### src/rtl/tklst_pkg.sv
// ----------------------------------------------------------------------------
// tklst_pkg: shared types and constants of the thread-keyed LRU slot table
// Sizes of the slot row, the link between neighboring cells and the update
// command that the controller broadcasts to every cell.
// ----------------------------------------------------------------------------
package tklst_pkg;

   localparam int ENTRIES = 10;   // slots in the row, 2 to 16
   localparam int SLOT_W  = 4;    // width of a slot index
   localparam int RANK_W  = 4;    // width of a recency rank
   localparam int TAG_W   = 16;   // width of a thread id

   localparam logic [RANK_W-1:0] LRU_RANK = RANK_W'(ENTRIES - 1);

   // Carried from each cell to its right-hand neighbor. All found/slot fields
   // are ORed along the row; at most one cell contributes to each of them.
   typedef struct packed {
      logic              prev_active;   // the cell just before is in use
      logic              hit;
      logic [SLOT_W-1:0] hit_slot;
      logic [RANK_W-1:0] hit_rank;
      logic              free;
      logic [SLOT_W-1:0] free_slot;
      logic [SLOT_W-1:0] victim_slot;
      logic [TAG_W-1:0]  victim_tag;
   } tklst_link_type;

   // Update command, the same for every cell.
   typedef struct packed {
      logic              upd;
      logic [SLOT_W-1:0] sel_slot;
      logic              write_tag;
      logic              age_all;
      logic [RANK_W-1:0] lim_rank;
      logic [TAG_W-1:0]  new_id;
   } tklst_ctl_type;

endpackage

### src/rtl/tklst_cell.sv
// ----------------------------------------------------------------------------
// tklst_cell: one slot of the LRU table
// Holds a tag, a recency rank and an in-use flag, matches the broadcast id,
// adds its findings to the link from its left neighbor and applies updates.
// ----------------------------------------------------------------------------
module tklst_cell import tklst_pkg::*; (
   input  logic                clock,
   input  logic                reset,
   input  logic [SLOT_W-1:0]   cell_idx,
   input  logic [TAG_W-1:0]    look_id,
   input  tklst_ctl_type       ctl,
   input  tklst_link_type      link_i,
   output tklst_link_type      link_o
);

   logic              active_ff;
   logic [RANK_W-1:0] rank_ff;
   logic [TAG_W-1:0]  tag_ff;

   logic match;
   logic free_here;
   logic victim_here;
   logic sel;
   logic age;

   assign match       = active_ff && (tag_ff == look_id);
   // slots fill from index 0 up, so the first unused slot follows a used one
   assign free_here   = !active_ff && link_i.prev_active;
   assign victim_here = active_ff && (rank_ff == LRU_RANK);

   always_comb begin
      link_o.prev_active = active_ff;
      link_o.hit         = link_i.hit | match;
      link_o.hit_slot    = link_i.hit_slot | (match ? cell_idx : '0);
      link_o.hit_rank    = link_i.hit_rank | (match ? rank_ff : '0);
      link_o.free        = link_i.free | free_here;
      link_o.free_slot   = link_i.free_slot | (free_here ? cell_idx : '0);
      link_o.victim_slot = link_i.victim_slot | (victim_here ? cell_idx : '0);
      link_o.victim_tag  = link_i.victim_tag | (victim_here ? tag_ff : '0);
   end

   assign sel = ctl.upd && (ctl.sel_slot == cell_idx);
   assign age = ctl.upd && active_ff && (ctl.age_all || (rank_ff < ctl.lim_rank));

   always_ff @(posedge clock) begin
      if (reset) begin
         active_ff <= 1'b0;
         rank_ff   <= '0;
      end else if (sel) begin
         active_ff <= 1'b1;
         rank_ff   <= '0;
      end else if (age) begin
         rank_ff   <= rank_ff + RANK_W'(1);
      end
   end

   always_ff @(posedge clock) begin
      if (sel && ctl.write_tag) begin
         tag_ff <= ctl.new_id;
      end
   end

endmodule

### src/rtl/thread_keyed_lru_slot_table.sv
// ----------------------------------------------------------------------------
// thread_keyed_lru_slot_table: fully associative LRU slot table keyed by id
// A row of slot cells; the request id is broadcast, the cells pass their
// match, free-slot and LRU findings along the row, and the controller
// broadcasts one update per request.
// ----------------------------------------------------------------------------
//   channel   direction   payload
//   req_      in          thread_id
//   rsp_      out         slot, hit, evicted, evicted_id
//
// A request passes through IDLE and LOOK: the accept cycle latches the id, then
// LOOK runs the match/free/LRU chain through the cell row and updates all cells.
// A new request is taken in the cycle after the update, while the response waits.
// A stalled response holds the lookup until the output register frees up.
// Synchronous reset marks every slot unused; no clearing pass is needed.
// ----------------------------------------------------------------------------
module thread_keyed_lru_slot_table import tklst_pkg::*; (
   input  logic              clock,
   input  logic              reset,
   input  logic              req_valid,
   output logic              req_ready,
   input  logic [TAG_W-1:0]  req_thread_id,
   output logic              rsp_valid,
   input  logic              rsp_ready,
   output logic [SLOT_W-1:0] rsp_slot,
   output logic              rsp_hit,
   output logic              rsp_evicted,
   output logic [TAG_W-1:0]  rsp_evicted_id
);

   typedef enum logic {IDLE, LOOK} state_type;

   state_type         state_ff;
   logic [TAG_W-1:0]  id_ff;
   logic              rsp_valid_ff;
   logic [SLOT_W-1:0] slot_ff, slot_in;
   logic              hit_ff, hit_in;
   logic              evicted_ff, evicted_in;
   logic [TAG_W-1:0]  evicted_id_ff, evicted_id_in;

   tklst_link_type links [ENTRIES+1];
   tklst_ctl_type  ctl;
   tklst_link_type tail;
   logic           out_free;
   logic           load;

   assign links[0] = '{prev_active: 1'b1, default: '0};
   assign tail     = links[ENTRIES];

   for (genvar i = 0; i < ENTRIES; i++) begin : g_cell
      tklst_cell u_cell (
         .clock    (clock),
         .reset    (reset),
         .cell_idx (SLOT_W'(i)),
         .look_id  (id_ff),
         .ctl      (ctl),
         .link_i   (links[i]),
         .link_o   (links[i+1])
      );
   end

   assign out_free = !rsp_valid_ff || rsp_ready;
   assign load     = (state_ff == LOOK) && out_free;

   always_comb begin
      hit_in        = tail.hit;
      evicted_in    = 1'b0;
      evicted_id_in = '0;
      if (tail.hit) begin
         slot_in = tail.hit_slot;
      end else if (tail.free) begin
         slot_in = tail.free_slot;
      end else begin
         slot_in       = tail.victim_slot;
         evicted_in    = 1'b1;
         evicted_id_in = tail.victim_tag;
      end
      ctl.upd       = load;
      ctl.sel_slot  = slot_in;
      ctl.write_tag = !tail.hit;
      ctl.age_all   = !tail.hit;
      ctl.lim_rank  = tail.hit_rank;
      ctl.new_id    = id_ff;
   end

   always_ff @(posedge clock) begin
      if (reset) begin
         state_ff     <= IDLE;
         rsp_valid_ff <= 1'b0;
      end else begin
         case (state_ff)
            IDLE: begin
               if (req_valid) begin
                  state_ff <= LOOK;
               end
            end
            LOOK: begin
               if (out_free) begin
                  state_ff <= IDLE;
               end
            end
            default: state_ff <= IDLE;
         endcase
         if (load) begin
            rsp_valid_ff <= 1'b1;
         end else if (rsp_ready) begin
            rsp_valid_ff <= 1'b0;
         end
      end
      if (state_ff == IDLE && req_valid) begin
         id_ff <= req_thread_id;
      end
      if (load) begin
         slot_ff       <= slot_in;
         hit_ff        <= hit_in;
         evicted_ff    <= evicted_in;
         evicted_id_ff <= evicted_id_in;
      end
   end

   assign req_ready      = (state_ff == IDLE);
   assign rsp_valid      = rsp_valid_ff;
   assign rsp_slot       = slot_ff;
   assign rsp_hit        = hit_ff;
   assign rsp_evicted    = evicted_ff;
   assign rsp_evicted_id = evicted_id_ff;

`ifndef SYNTH
   a_hit_no_evict: assert property (@(posedge clock) disable iff (reset)
      rsp_valid |-> !(rsp_hit && rsp_evicted))
      else $error("hit response also reports an eviction");

   a_evict_only_full: assert property (@(posedge clock) disable iff (reset)
      (load && !tail.hit && !tail.free) |-> tail.prev_active)
      else $error("eviction while the table still has unused slots");

   a_accept_to_look: assert property (@(posedge clock) disable iff (reset)
      (req_valid && req_ready) |=> (state_ff == LOOK))
      else $error("accepted request did not start a lookup");
`endif

endmodule

### config.mk
export PLATFORM = sky130hd
export DESIGN_NAME = thread_keyed_lru_slot_table
export DESIGN_NICKNAME = d
export VERILOG_FILES = /design/src/rtl/tklst_pkg.sv /design/src/rtl/tklst_cell.sv /design/src/rtl/thread_keyed_lru_slot_table.sv
export SDC_FILE = /design/constraint.sdc
export NUM_CORES = 1
export LEC_CHECK = 0
export BUFFER_PORTS_ARGS = -buffer_cell sky130_fd_sc_hd__buf_4
export CORE_UTILIZATION = 31
export DETAILED_ROUTE_END_ITERATION = 8
export SYNTH_ARGS = -nofsm -noshare
export SYNTH_HDL_FRONTEND = slang
export SYNTH_SLANG_ARGS = --single-unit
### constraint.sdc
create_clock -name clock -period 5.6 [get_ports clock]
set_input_delay 0.84 -clock clock [delete_from_list [all_inputs] [get_ports clock]]
set_output_delay 0.84 -clock clock [all_outputs]
set_load 0.03 [all_outputs]
After elaboration in Yosys (flattened, before gate mapping)

Cells that the tools add are included.

Output and inout bits: 24
Logic and storage cells: 309
Flip-flop bits (word level): 250

$add $sub $neg: 10
Magnitude comparators: 10
Bitwise logic cells: 61
Equality and inequality tests: 29
Muxes and demuxes: 55
Reductions and logical operators: 107

Operator list:

| operator              | number |
|---|---|
| $eq A16 B16 Y1        | 10 |
| $mux W16              | 10 |
| $or A16 B16 Y16       | 9 |
| $or A4 B4 Y4          | 30 |
| $mux W4               | 18 |
| $logic_and A1 B1 Y1   | 71 |
| $eq A4 B4 Y1 const B  | 12 |
| $add A4 B1 Y4 const B | 10 |
| $lt A4 B4 Y1          | 10 |
| $mux W3               | 12 |
| $reduce_or A2 Y1      | 11 |
| $or A1 B1 Y1          | 18 |
| $eq A4 B3 Y1 const B  | 4 |
| $logic_not A1 Y1      | 12 |
| $mux W2               | 6 |
| $or A1 B4 Y4          | 3 |
| $logic_or A1 B1 Y1    | 11 |
| $eq A4 B2 Y1 const B  | 2 |
| $mux W1               | 8 |
| $eq A4 B1 Y1 const B  | 1 |
| $logic_not A4 Y1      | 1 |
| $pmux W1 S2           | 1 |
| $reduce_bool A2 Y1    | 1 |
| $not A1 Y1            | 1 |

Longest topological paths before layout

Gate-level depths: netlist of the first run.

Depth in word-level cells: 16
Mapped depth: 15
Mapped depth without buffers: 14

Hierarchy

A second synthesis of the first run with hierarchy kept.

Cell total of the unflattened synthesis: 1,483
Area, all modules: 16,092.9 um2

By module, submodules not included:

| module                            | area each (um2) | times used | cells each |
|---|---|---|---|
| tklst_cell (g_cell[0].u_cell ...) | 1,460.2         | 9          | 140 |
| thread_keyed_lru_slot_table       | 1,481.4         | 1          | 83 |
| tklst_cell (g_cell[3].u_cell)     | 1,470.2         | 1          | 140 |

Worst setup path before layout of the first run

Ideal clock, no wire load.

Kind: register -> register
From: register id_ff[10]
To: register g_cell[2].u_cell.tag_ff[0], enable pin
Required time: 5.210 ns
Setup slack: 1.846 ns
Arrival: 3.364 ns
Setup time: 0.390 ns
Cell stages (with the launch flop): 13
Buffers on the path: 2
Cells stage by stage: edfxtp_1 buf_6 xor2_2 nor4_2 nand2_2 nor4_2 or4_1 buf_4 nor3_2 nor2_4 inv_2 nor3b_2 nor2b_1

Word-level cells in the longest chain between the ends: 15
Elaborated cells between the ends (all ways): 51
Classes of those cells: 11 x eq/ne; 10 x mux; 17 x bitwise; 13 x reduce/logical

Ends and longest elaborated chain:

| element                                                           | line                               | text |
|---|---|---|
| start: declaration                                                | thread_keyed_lru_slot_table.sv:34  | `logic [TAG_W-1:0] id_ff;` |
| start signal: assignment                                          | thread_keyed_lru_slot_table.sv:111 | `id_ff <= req_thread_id;` |
| $eq A16 B16 Y1                                                    | tklst_cell.sv:26                   | `assign match = active_ff && (tag_ff == look_id);` |
| $logic_and A1 B1 Y1                                               | tklst_cell.sv:26                   |  |
| $mux W1 (tied with other cells)                                   | tklst_cell.sv:34                   | `link_o.hit_slot = link_i.hit_slot \| (match ? cell_idx : '0);` |
| $or A1 B4 Y4 / $or A1 B1 Y1 (equally long branches)               | tklst_cell.sv:34, tklst_cell.sv:33 |  |
| $or A4 B4 Y4 / $or A1 B1 Y1 (equally long branches) (7 in series) | tklst_cell.sv:34, tklst_cell.sv:33 |  |
| $mux W4                                                           | thread_keyed_lru_slot_table.sv:69  | `if (tail.hit) begin` |
| $eq A4 B2 Y1                                                      | tklst_cell.sv:42                   | `assign sel = ctl.upd && (ctl.sel_slot == cell_idx);` |
| $logic_and A1 B1 Y1                                               | tklst_cell.sv:42                   |  |
| $logic_and A1 B1 Y1 *                                             | tklst_cell.sv:58                   | `if (sel && ctl.write_tag) begin` |
| end signal: assignment                                            | tklst_cell.sv:59                   | `tag_ff <= ctl.new_id;` |
| end: declaration                                                  | tklst_cell.sv:18                   | `logic [TAG_W-1:0] tag_ff;` |

Mark *: on every way between the ends. The rest lies on a longest branch, timed or not.
A chain may end at the register's enable or synchronous reset.

Worst setup path in the final report of the first run

From: register id_ff[15]
To: register g_cell[2].u_cell.tag_ff[15], enable pin

The elaborated chain is that of the path after synthesis.

==> flow_summary.toml, run 1 <==
[clocking]
cts_made_buffers = 29
clk_path_buf_depth = 3
cts_resized = 0
cts_clk_pin_slew_worst_paths_ns = 0.06
numClockSinks = 250
worst_skew_pair.late_latency_ns = 0.60
cts_max_level = 1
postCtsHoldBufs = 0
cts_setup_buffers = 0
cts-root-buf = "sky130_fd_sc_hd__clkbuf_16"
cts_tree = "yes"

[floorplan]
die_h_um = 210
die_w_um = 210
rows = 75
initial_core_util = 0.317
dieArea_mm2 = 0.0440
core_mm2 = 0.0422
ios = 44

[routing]
route.layer.met1.wl_um = 19500
final_antenna_violating_net_count = 0
detail_route.drc_violations = 0
via_count = 10167
drtIter0Drc = 1106
route.top_layer_used = "met4"
wl_per_cell_um = 25.9
routed-wl-met2_um = 21100
vias_per_cell = 5.75
met3WireLength_um = 3570
pre_repair_dr_iteration_count = 5
wl_um = 45700

[timing]
setup_total_negative_slack_ns = 0
timing_max_transition_violations_final = 0
achievable-frequency_ghz = 0.215
final.setup_skew_ns = 0.0325
worst_slew_pin_slew_ns = 1.25
timing.final.crit_period_ns = 4.66
final.period_utilization = 0.832
slew_headroom = 0.169
finalSetupViolations = 0
finalHoldViolCount = 0
setup_repair_after_global_routing_missed_its_margin = "no"

[synth]
asyncSetResetFlopFracSynth = 0
synth-seq-area-share = 0.523
syn-mean-instance-area_um2 = 11.5
synth-main-ff-cell = "sky130_fd_sc_hd__edfxtp_1"
synthDistinctLibCells = 80
synth_seq_cells = 250
post_synth_edffs = 198
syn-instance-count = 1162
mappedNetlistNets = 1220
post_synthesis_instance_area_mm2 = 0.0134
ys.warnings.count = 0

[worst_setup_path]
endpoint_kind = "flip-flop"
crit_path_max_fanout = 20
worst-setup-path-type = "reg2reg"
worstPathRequired_ns = 5.84
cp.arrival_ns = 4.90
startpoint_type = "flip-flop"

[grt]
number_of_antenna_violations_at_the_first_check_in_global_routing = 0
grt_first_pass_wirelength_um = 66200
grt_remaining_overflow = 0
first_global_vias = 9666
grtUsageTotal = 0.205
largest_net_degree_at_the_start_of_global_routing = 37

[power_and_ir_drop]
ir_worst_vdd_uv = 232
power.total_mw = 4.42
power-per-cell-area_mw_per_mm2 = 288
power.leakage_nw = 4.82

[layout]
most-common-layout-cells = "sky130_fd_sc_hd__edfxtp_1, sky130_fd_sc_hd__xnor2_1, sky130_fd_sc_hd__buf_4"
multiInputGateArea_mm2 = 0.00592
area_delta_synth_final_pct = 14.7
insertedDiodeCount = 0
num-fill-cells = 4129
layout_commonest_cell = "sky130_fd_sc_hd__edfxtp_1"
post_route_cells_drive_above_1_share = 0.147
seq_area_mm2 = 0.00699
nNetsFinal = 1264

[min_path]
worst_hold_path_type = "in2reg"

[job]
drv_cap = 0

[placed_design]
hpwl_um = 31700
placement.io_buffers = 43
gp_congestion = 0.970

[run_status]
status = "completed"
[area by class of cell]
class / instances / share of cell area
inverters: 47 / 0.0115
multi-input cells: 807 / 0.386
well taps: 539 / 0.0440
clock buffers: 29 / 0.0473
repair buffers: 71 / 0.0356
flip-flops and latches: 250 / 0.456
clock inverters: 25 / 0.0197
[cell usage after synthesis, types with 12 or more instances]
cell type | number | area [um2]
sky130_fd_sc_hd__nor2_1 | 52 | 195
sky130_fd_sc_hd__nand2_1 | 55 | 206
sky130_fd_sc_hd__nand3_1 | 55 | 275
sky130_fd_sc_hd__xor2_1 | 12 | 105
sky130_fd_sc_hd__a221oi_1 | 18 | 158
sky130_fd_sc_hd__or3_1 | 17 | 106
sky130_fd_sc_hd__nor3_1 | 28 | 140
sky130_fd_sc_hd__buf_4 | 14 | 105
sky130_fd_sc_hd__dfxtp_1 | 52 | 1040
sky130_fd_sc_hd__a21oi_1 | 31 | 155
sky130_fd_sc_hd__clkbuf_1 | 33 | 124
sky130_fd_sc_hd__edfxtp_1 | 198 | 5950
sky130_fd_sc_hd__nand4_1 | 41 | 257
sky130_fd_sc_hd__a31oi_1 | 16 | 100
sky130_fd_sc_hd__a22oi_1 | 67 | 503
sky130_fd_sc_hd__xnor2_1 | 157 | 1380
sky130_fd_sc_hd__a21o_1 | 14 | 105
sky130_fd_sc_hd__o21ai_0 | 22 | 110
sky130_fd_sc_hd__inv_1 | 43 | 161
sky130_fd_sc_hd__ha_1 | 38 | 475
[per-layer routing]
layer	up-vias	global-route usage
li1	4524	-
met4	0	0.0775
met1	5042	0.280
met2	513	0.332
met3	88	0.0241
met5	-	0
[registers in the layout, summed over array words and instances, names as in the netlist]
| signal | count |
|---|---|
| g_cell.u_cell.tag_ff | 160 |
| g_cell.u_cell.rank_ff | 40 |
| id_ff | 16 |
| rsp_evicted_id | 16 |
| g_cell.u_cell.active_ff | 10 |
| rsp_slot | 4 |
| rsp_evicted | 1 |
| rsp_hit | 1 |
| rsp_valid | 1 |
| state_ff | 1 |
[critical path, cell delays in order, from the launching register on]
cell and delay [ns]:
sky130_fd_sc_hd__edfxtp_1 0.70, sky130_fd_sc_hd__xnor2_1 0.39, sky130_fd_sc_hd__nand3_1 0.20, sky130_fd_sc_hd__nor3_1 0.72, sky130_fd_sc_hd__and2_4 0.30, sky130_fd_sc_hd__or4_1 0.43, sky130_fd_sc_hd__nor3_2 0.15, sky130_fd_sc_hd__nor2_4 0.33
sky130_fd_sc_hd__inv_2 0.21, sky130_fd_sc_hd__nor3b_2 0.21, sky130_fd_sc_hd__buf_4 0.18, sky130_fd_sc_hd__nor2b_2 0.14, sky130_fd_sc_hd__buf_4 0.34
[path summary, 6_finish.rpt]
| check | start | endpoint | slack, ns | cells after the start |
|---|---|---|---|---|
| hold / removal | req_thread_id[13] | id_ff[13] | 0.42 | 1 |
| setup reg to reg | id_ff[15] | g_cell[2].u_cell.tag_ff[15] | 0.94 | 12 |
| setup / recovery | id_ff[15] | g_cell[2].u_cell.tag_ff[15] | 0.94 | 12 |
| hold reg to reg | rsp_valid | rsp_valid | 0.51 | 2 |
[through the flow]
step                 util  area (um2)  cells  setup slack (ns)  hold slack, ns
finish              0.363       15300   1768             0.943           0.423
CTS                 0.363       15300   1768             0.973           0.407
floorplan               -       13400   1162              1.85           0.465
global placement    0.339       14300   1714             0.925           0.491
global route        0.363       15300   1768             0.706           0.409
detailed placement  0.339       14300   1714             0.990           0.503
[cells by family (layout without fill, tap and decap cells)]
kind of cell / count (synthesis) / count (layout) / share of synthesized area
adders and majority gates: 38 / 38 / 0.0356
DFF: 250 / 250 / 0.523
xor gates and xnor gates: 170 / 170 / 0.112
buffers and inverters: 105 / 172 / 0.0367
and+or+nand+nor: 331 / 331 / 0.140
AOI/OAI and AO/OA: 259 / 259 / 0.146
muxes: 9 / 9 / 0.00730
[where the power goes]
part / leakage [nW] / switching [mW] / total (mW) / internal, mW
logic: 2.11 / 0.173 / 0.264 / 0.0915
clock network: 0.494 / 0.854 / 2.05 / 1.20
registers: 2.22 / 0.0558 / 2.10 / 2.05
total: 4.82 / 1.08 / 4.42 / 3.33
(Power assumes the default switching activity.)
==> run 2, diff against run 1 <==
--- a/config.mk
+++ b/config.mk
@@ -5,6 +5,7 @@
 export SDC_FILE = /design/constraint.sdc
 export NUM_CORES = 1
 export LEC_CHECK = 0
+export ABC_AREA = 1
 export BUFFER_PORTS_ARGS = -buffer_cell sky130_fd_sc_hd__buf_4
 export CORE_UTILIZATION = 31
 export DETAILED_ROUTE_END_ITERATION = 8
==> constraint.sdc (replaced) <==
create_clock -name clock -period 4.8 [get_ports clock]
set_input_delay 0.72 -clock clock [delete_from_list [all_inputs] [get_ports clock]]
set_output_delay 0.72 -clock clock [all_outputs]
set_load 0.03 [all_outputs]
==> flow_summary.toml, run 2 <==
[clocking]
numClockSinks = 250
cts_max_level = 1
cts-root-buf = "sky130_fd_sc_hd__clkbuf_16"
cts_tree = "yes"
cts_made_buffers = 30
cts_resized = 0
clk_path_buf_depth = 3
worst_skew_pair.late_latency_ns = 0.62
cts_clk_pin_slew_worst_paths_ns = 0.06
postCtsHoldBufs = 0
cts_setup_buffers = 0

[worst_setup_path]
crit_path_max_fanout = 21
r2r_start = "id_ff[4]"
worst_path_largest_cell_delay_ns = 0.79
end_of_the_worst_register_to_register_path = "g_cell[4].u_cell.tag_ff[15]"
cell_by_cell_listing_of_the_critical_path = "inv_1 > nand2_1 > nand2_1 > nor2_1 > nand2_1 > nor2_1 > nand3_2 > nand2_1 > nor2_4 > nand3_4 > inv_2 > a21oi_2 > inv_2 > nor3_4 > nand2_2 > nor2_2 > buf_4"
endpoint_kind = "flip-flop"
cp.buffers_inverters = 4
crit_path_top_delay_cell = "sky130_fd_sc_hd__edfxtp_1"
critPathTopFamily = "simple AND/OR/NAND/NOR gates"
worstPathRequired_ns = 5.03
timing.critical_path.mode_cell = "sky130_fd_sc_hd__nand2_1"
startpoint_type = "flip-flop"
cp.arrival_ns = 4.22
timing.reg2reg.worst_path_depth = 17
r2r_slack_ns = 0.81
worst-setup-path-type = "reg2reg"

[floorplan]
rows = 77
die_h_um = 213
ios = 44
initial_core_util = 0.314
dieArea_mm2 = 0.0456
core_mm2 = 0.0441
die_w_um = 213

[timing]
final.period_utilization = 0.831
postLayoutSetupSlackWorst_ns = 0.809
worst_slew_pin_slew_ns = 0.858
finalHoldViolCount = 0
finalSetupViolations = 0
slew_headroom = 0.427
achievable-frequency_ghz = 0.251
timing.final.crit_period_ns = 3.99
timing_max_transition_violations_final = 0
setup_repair_after_global_routing_missed_its_margin = "no"
final.setup_skew_ns = 0.0528
hold-worst-slack_ns = 0.286
setup_total_negative_slack_ns = 0

[power_and_ir_drop]
power.total_mw = 5.19
power.leakage_nw = 6.58
ir_worst_vdd_uv = 205
power-per-cell-area_mw_per_mm2 = 323

[min_path]
worstHoldPathCells = 1
worst_hold_path_type = "in2reg"
worst_hold_startpoint = "req_thread_id[12]"
worst_hold_path.endpoint = "id_ff[12]"

[synth]
syn-mean-instance-area_um2 = 8.55
synth_common_cells = "sky130_fd_sc_hd__nand2_1, sky130_fd_sc_hd__inv_1, sky130_fd_sc_hd__edfxtp_1, sky130_fd_sc_hd__nor2_1, sky130_fd_sc_hd__a21oi_1"
ys_top_cells_by_area = "sky130_fd_sc_hd__edfxtp_1, sky130_fd_sc_hd__nand2_1, sky130_fd_sc_hd__dfxtp_1, sky130_fd_sc_hd__inv_1, sky130_fd_sc_hd__nor2_1"
mappedNetlistNets = 1680
synthDistinctLibCells = 45
synth_top_cell_area_share = 0.429
synth-seq-area-share = 0.504
asyncSetResetFlopFracSynth = 0
post_synthesis_instance_area_mm2 = 0.0139
synth.most_common_cell = "sky130_fd_sc_hd__nand2_1"
post_synth_edffs = 198
synth_seq_cells = 250
biggest_area_consumer_among_synthesized_cells = "sky130_fd_sc_hd__edfxtp_1"
ys.warnings.count = 0
synth-main-ff-cell = "sky130_fd_sc_hd__edfxtp_1"
syn-instance-count = 1622

[grt]
largest_net_degree_at_the_start_of_global_routing = 24
first_global_vias = 11666
number_of_antenna_violations_at_the_first_check_in_global_routing = 0
grt_remaining_overflow = 0
grt_first_pass_wirelength_um = 74500
grtUsageTotal = 0.223

[placed_design]
placement.setup.worst_slack_ns = 0.927
hpwl_um = 36400
gp_congestion = 1.00
placement.io_buffers = 43

[routing]
detail_route.drc_violations = 0
pre_repair_dr_iteration_count = 9
wl_um = 50600
final_antenna_violating_net_count = 0
drtIter0Drc = 1596
wl_per_cell_um = 21.8
vias_per_cell = 5.32
via_count = 12309

[job]
drv_cap = 0

[layout]
post_route_cells_drive_above_1_share = 0.133
insertedDiodeCount = 0
most-common-layout-cells = "sky130_fd_sc_hd__nand2_1, sky130_fd_sc_hd__inv_1, sky130_fd_sc_hd__edfxtp_1"
nNetsFinal = 1757
largest_registers = "g_cell.u_cell.tag_ff (160), g_cell.u_cell.rank_ff (40)"
layout_commonest_cell = "sky130_fd_sc_hd__nand2_1"
max_reg_flops = 160
top_register_by_number_of_flip_flops = "g_cell.u_cell.tag_ff"
area_delta_synth_final_pct = 15.8

[run_status]
status = "completed"
run 2: final cells by class:
| cell class | count | area, um2 |
|---|---|---|
| Tap cell | 592 | 741 |
| Timing Repair Buffer | 85 | 638 |
| Clock buffer | 35 | 769 |
| Clock inverter | 21 | 280 |
| Multi-Input combinational cell | 1087 | 5710 |
| Inverter | 245 | 927 |
| Sequential cell | 250 | 6990 |
| Fill cell | 4551 | 28100 |
run 2: logic make-up (layout without fill, tap and decap cells):
family	count (synthesis)	in the layout	share of synthesized area
and+or+nand+nor	783	783	0.250
adders and majority gates	38	38	0.0343
xor gates and xnor gates	40	40	0.0253
buffers and inverters	285	386	0.0864
AOI/OAI and AO/OA	226	226	0.0999
DFF	250	250	0.504
run 2: metrics by stage:
| stage | instances | util | area (um2) |
|---|---|---|---|
| after global routing | 2315 | 0.364 | 16100 |
| after CTS | 2315 | 0.364 | 16100 |
| after global placement | 2259 | 0.340 | 15000 |
| after floorplan | 1622 | - | 13900 |
| final | 2315 | 0.364 | 16100 |
| after detailed placement | 2259 | 0.340 | 15000 |
run 2: worst register-to-register path: cells and delay by family, from the launching register on:
family,cells,cell delay (ns)
and+or+nand+nor,12,1.85
AOI/OAI and AO/OA,1,0.15
DFF,1,0.79
buffers and inverters,4,0.82
run 2: worst max-delay path by stage:
stage,start,endpoint,cells after the start
after detailed placement,id_ff[4],g_cell[4].u_cell.tag_ff[9],17
after global routing,id_ff[4],g_cell[1].u_cell.rank_ff[1],18
after floorplan,id_ff[3],g_cell[1].u_cell.rank_ff[1],20
final,id_ff[4],g_cell[4].u_cell.tag_ff[15],17
after global placement,id_ff[4],g_cell[4].u_cell.tag_ff[6],17
after CTS,id_ff[4],g_cell[4].u_cell.tag_ff[15],17
run 2: power breakdown:
| group | switching, mW | total [mW] | internal, mW | leakage [nW] |
|---|---|---|---|---|
| clock network | 0.988 | 2.42 | 1.43 | 0.505 |
| logic | 0.241 | 0.336 | 0.0951 | 3.85 |
| registers | 0.0435 | 2.43 | 2.38 | 2.23 |
| total | 1.27 | 5.19 | 3.91 | 6.58 |
run 2: per-layer routing:
metal | track usage | up-vias | part of all wire
met2 | 0.340 | 706 | 0.43
met5 | 0 | - | 0
li1 | - | 5600 | -
met1 | 0.302 | 5850 | 0.42
met3 | 0.0435 | 153 | 0.10
met4 | 0.111 | 0 | 0.051
==> run 3, diff against run 2 <==
--- a/config.mk
+++ b/config.mk
@@ -5,7 +5,7 @@
 export SDC_FILE = /design/constraint.sdc
 export NUM_CORES = 1
 export LEC_CHECK = 0
-export ABC_AREA = 1
+export ABC_AREA = 0
 export BUFFER_PORTS_ARGS = -buffer_cell sky130_fd_sc_hd__buf_4
 export CORE_UTILIZATION = 31
 export DETAILED_ROUTE_END_ITERATION = 8
==> constraint.sdc (replaced) <==
create_clock -name clock -period 3.9 [get_ports clock]
set_input_delay 0.585 -clock clock [delete_from_list [all_inputs] [get_ports clock]]
set_output_delay 0.585 -clock clock [all_outputs]
set_load 0.03 [all_outputs]
==> flow_summary.toml, run 3 (synthesis results as in run 1) <==
[run_status]
status = "completed"

[layout]
top_register_by_number_of_flip_flops = "g_cell.u_cell.tag_ff"
instances_no_fill = 1892
most-common-layout-cells = "sky130_fd_sc_hd__edfxtp_1, sky130_fd_sc_hd__buf_4, sky130_fd_sc_hd__xnor2_1"
largest_registers = "g_cell.u_cell.tag_ff (160), g_cell.u_cell.rank_ff (40)"
layout_commonest_cell = "sky130_fd_sc_hd__edfxtp_1"
area_delta_synth_final_pct = 22.6
nNetsFinal = 1388
insertedDiodeCount = 0
max_reg_flops = 160
post_route_cells_drive_above_1_share = 0.228

[clocking]
cts_max_level = 1
cts-root-buf = "sky130_fd_sc_hd__clkbuf_16"
worst_skew_pair.late_latency_ns = 0.59
postCtsHoldBufs = 0
numClockSinks = 250
cts_made_buffers = 29
cts_tree = "yes"
clk_path_buf_depth = 3
cts_clk_pin_slew_worst_paths_ns = 0.06

[power_and_ir_drop]
ir_worst_vdd_uv = 305
power.leakage_nw = 5.49
power-per-cell-area_mw_per_mm2 = 383

[timing]
timing_max_transition_violations_final = 0
postLayoutSetupSlackWorst_ns = 0.108
timing.final.crit_period_ns = 3.79
achievable-frequency_ghz = 0.264
hold-worst-slack_ns = 0.170
final.period_utilization = 0.972
slew_headroom = 0.474
finalHoldViolCount = 0
finalSetupViolations = 0
setup_total_negative_slack_ns = 0
final.setup_skew_ns = 0.0212
worst_slew_pin_slew_ns = 0.782

[grt]
fraction_of_met3_tracks_used_by_global_routing = 0.0358
grt_first_pass_wirelength_um = 69700
largest_net_degree_at_the_start_of_global_routing = 37
grt_most_used_layer = "met2"
grt_remaining_overflow = 0
globalRouteMet1Util = 0.293
grtUsageTotal = 0.214
number_of_antenna_violations_at_the_first_check_in_global_routing = 0
grt.met2_usage = 0.339
first_global_vias = 10446

[worst_setup_path]
worst-setup-path-type = "reg2reg"
cp.arrival_ns = 4.14
endpoint_kind = "flip-flop"
worstPathRequired_ns = 4.25
crit_path_max_fanout = 12
startpoint_type = "flip-flop"

[floorplan]
core_mm2 = 0.0422
die_h_um = 210
ios = 44
die_w_um = 210
initial_core_util = 0.317
rows = 75
dieArea_mm2 = 0.0440

[routing]
via_count = 10748
vias_per_cell = 5.68
final_antenna_violating_net_count = 0
wl_per_cell_um = 25.0
wl_um = 47400
pre_repair_dr_iteration_count = 6
drtIter0Drc = 1249
detail_route.drc_violations = 0

[min_path]
worst_hold_path_type = "in2reg"

[placed_design]
placement.setup.worst_slack_ns = 0.0874
hpwl_um = 34500
numPlacedInstances = 1830
gp_congestion = 0.998
placement.io_buffers = 43

[job]
drv_cap = 0
run 3: cell types whose count changed in the layout (fill, tap and decap cells not counted), sizes merged, moves of 67 or more:
cell / previous run / this run
nand2: 464 / 57
inv: 247 / 49
xnor2: 11 / 157
buf: 85 / 195
nor2: 153 / 54
a22oi: 0 / 67
run 3: final timing paths:
| check | startpoint | end | cells past startpoint | slack, ns |
|---|---|---|---|---|
| worst max register to register | id_ff[14] | rsp_evicted_id[0] | 14 | 0.11 |
| worst min-delay path | req_thread_id[3] | id_ff[3] | 1 | 0.17 |
| worst min register to register | rsp_valid | rsp_valid | 2 | 0.51 |
| worst max-delay path | id_ff[14] | rsp_evicted_id[0] | 14 | 0.11 |
run 3: repair_timing:
item,in CTS,in global routing
buffers inserted,0,8
gates resized for setup,0,12
endpoints found under the setup margin,0,31
run 3: cell type report:
type	instances	area, um2
Timing Repair Buffer	195	1610
Fill cell	4091	25800
Inverter	47	176
Sequential cell	250	6990
Multi-Input combinational cell	807	5980
Clock inverter	20	226
Clock buffer	34	754
Tap cell	539	674
run 3: layer usage:
| layer | up-vias | wire length [um] |
|---|---|---|
| li1 | 4776 | - |
| met1 | 5340 | 20200 |
| met2 | 522 | 21500 |
| met3 | 110 | 3770 |
| met4 | 0 | 1900 |
| met5 | - | 0 |
run 3: metrics by stage:
| stage | utilization | power (mW) | area (um2) |
|---|---|---|---|
| 4_1_cts | 0.385 | 6.33 | 16300 |
| 5_1_grt | 0.388 | 6.46 | 16400 |
| 3_3_place_gp | 0.362 | 3.51 | 15300 |
| 6_report | 0.388 | 6.28 | 16400 |
| 3_5_place_dp | 0.362 | 3.51 | 15300 |
| 2_1_floorplan | - | 3.29 | 13400 |
run 3: worst max-delay path: stages, from the launching register on:
cell	delay [ns]
sky130_fd_sc_hd__edfxtp_1	0.50
sky130_fd_sc_hd__xnor2_1	0.18
sky130_fd_sc_hd__buf_4	0.17
sky130_fd_sc_hd__nand4_1	0.23
sky130_fd_sc_hd__nor3_2	0.09
sky130_fd_sc_hd__buf_4	0.14
sky130_fd_sc_hd__and2_4	0.15
sky130_fd_sc_hd__buf_4	0.14
sky130_fd_sc_hd__or4_1	0.60
sky130_fd_sc_hd__buf_4	0.22
sky130_fd_sc_hd__nor2_2	0.12
sky130_fd_sc_hd__buf_4	0.20
sky130_fd_sc_hd__nand3_1	0.15
sky130_fd_sc_hd__buf_4	0.27
sky130_fd_sc_hd__a31oi_1	0.36
run 3: report_power, final:
part | internal (mW) | switching [mW]
clock | 1.66 | 1.15
combinational | 0.188 | 0.306
sequential | 2.94 | 0.0369
total | 4.78 | 1.49
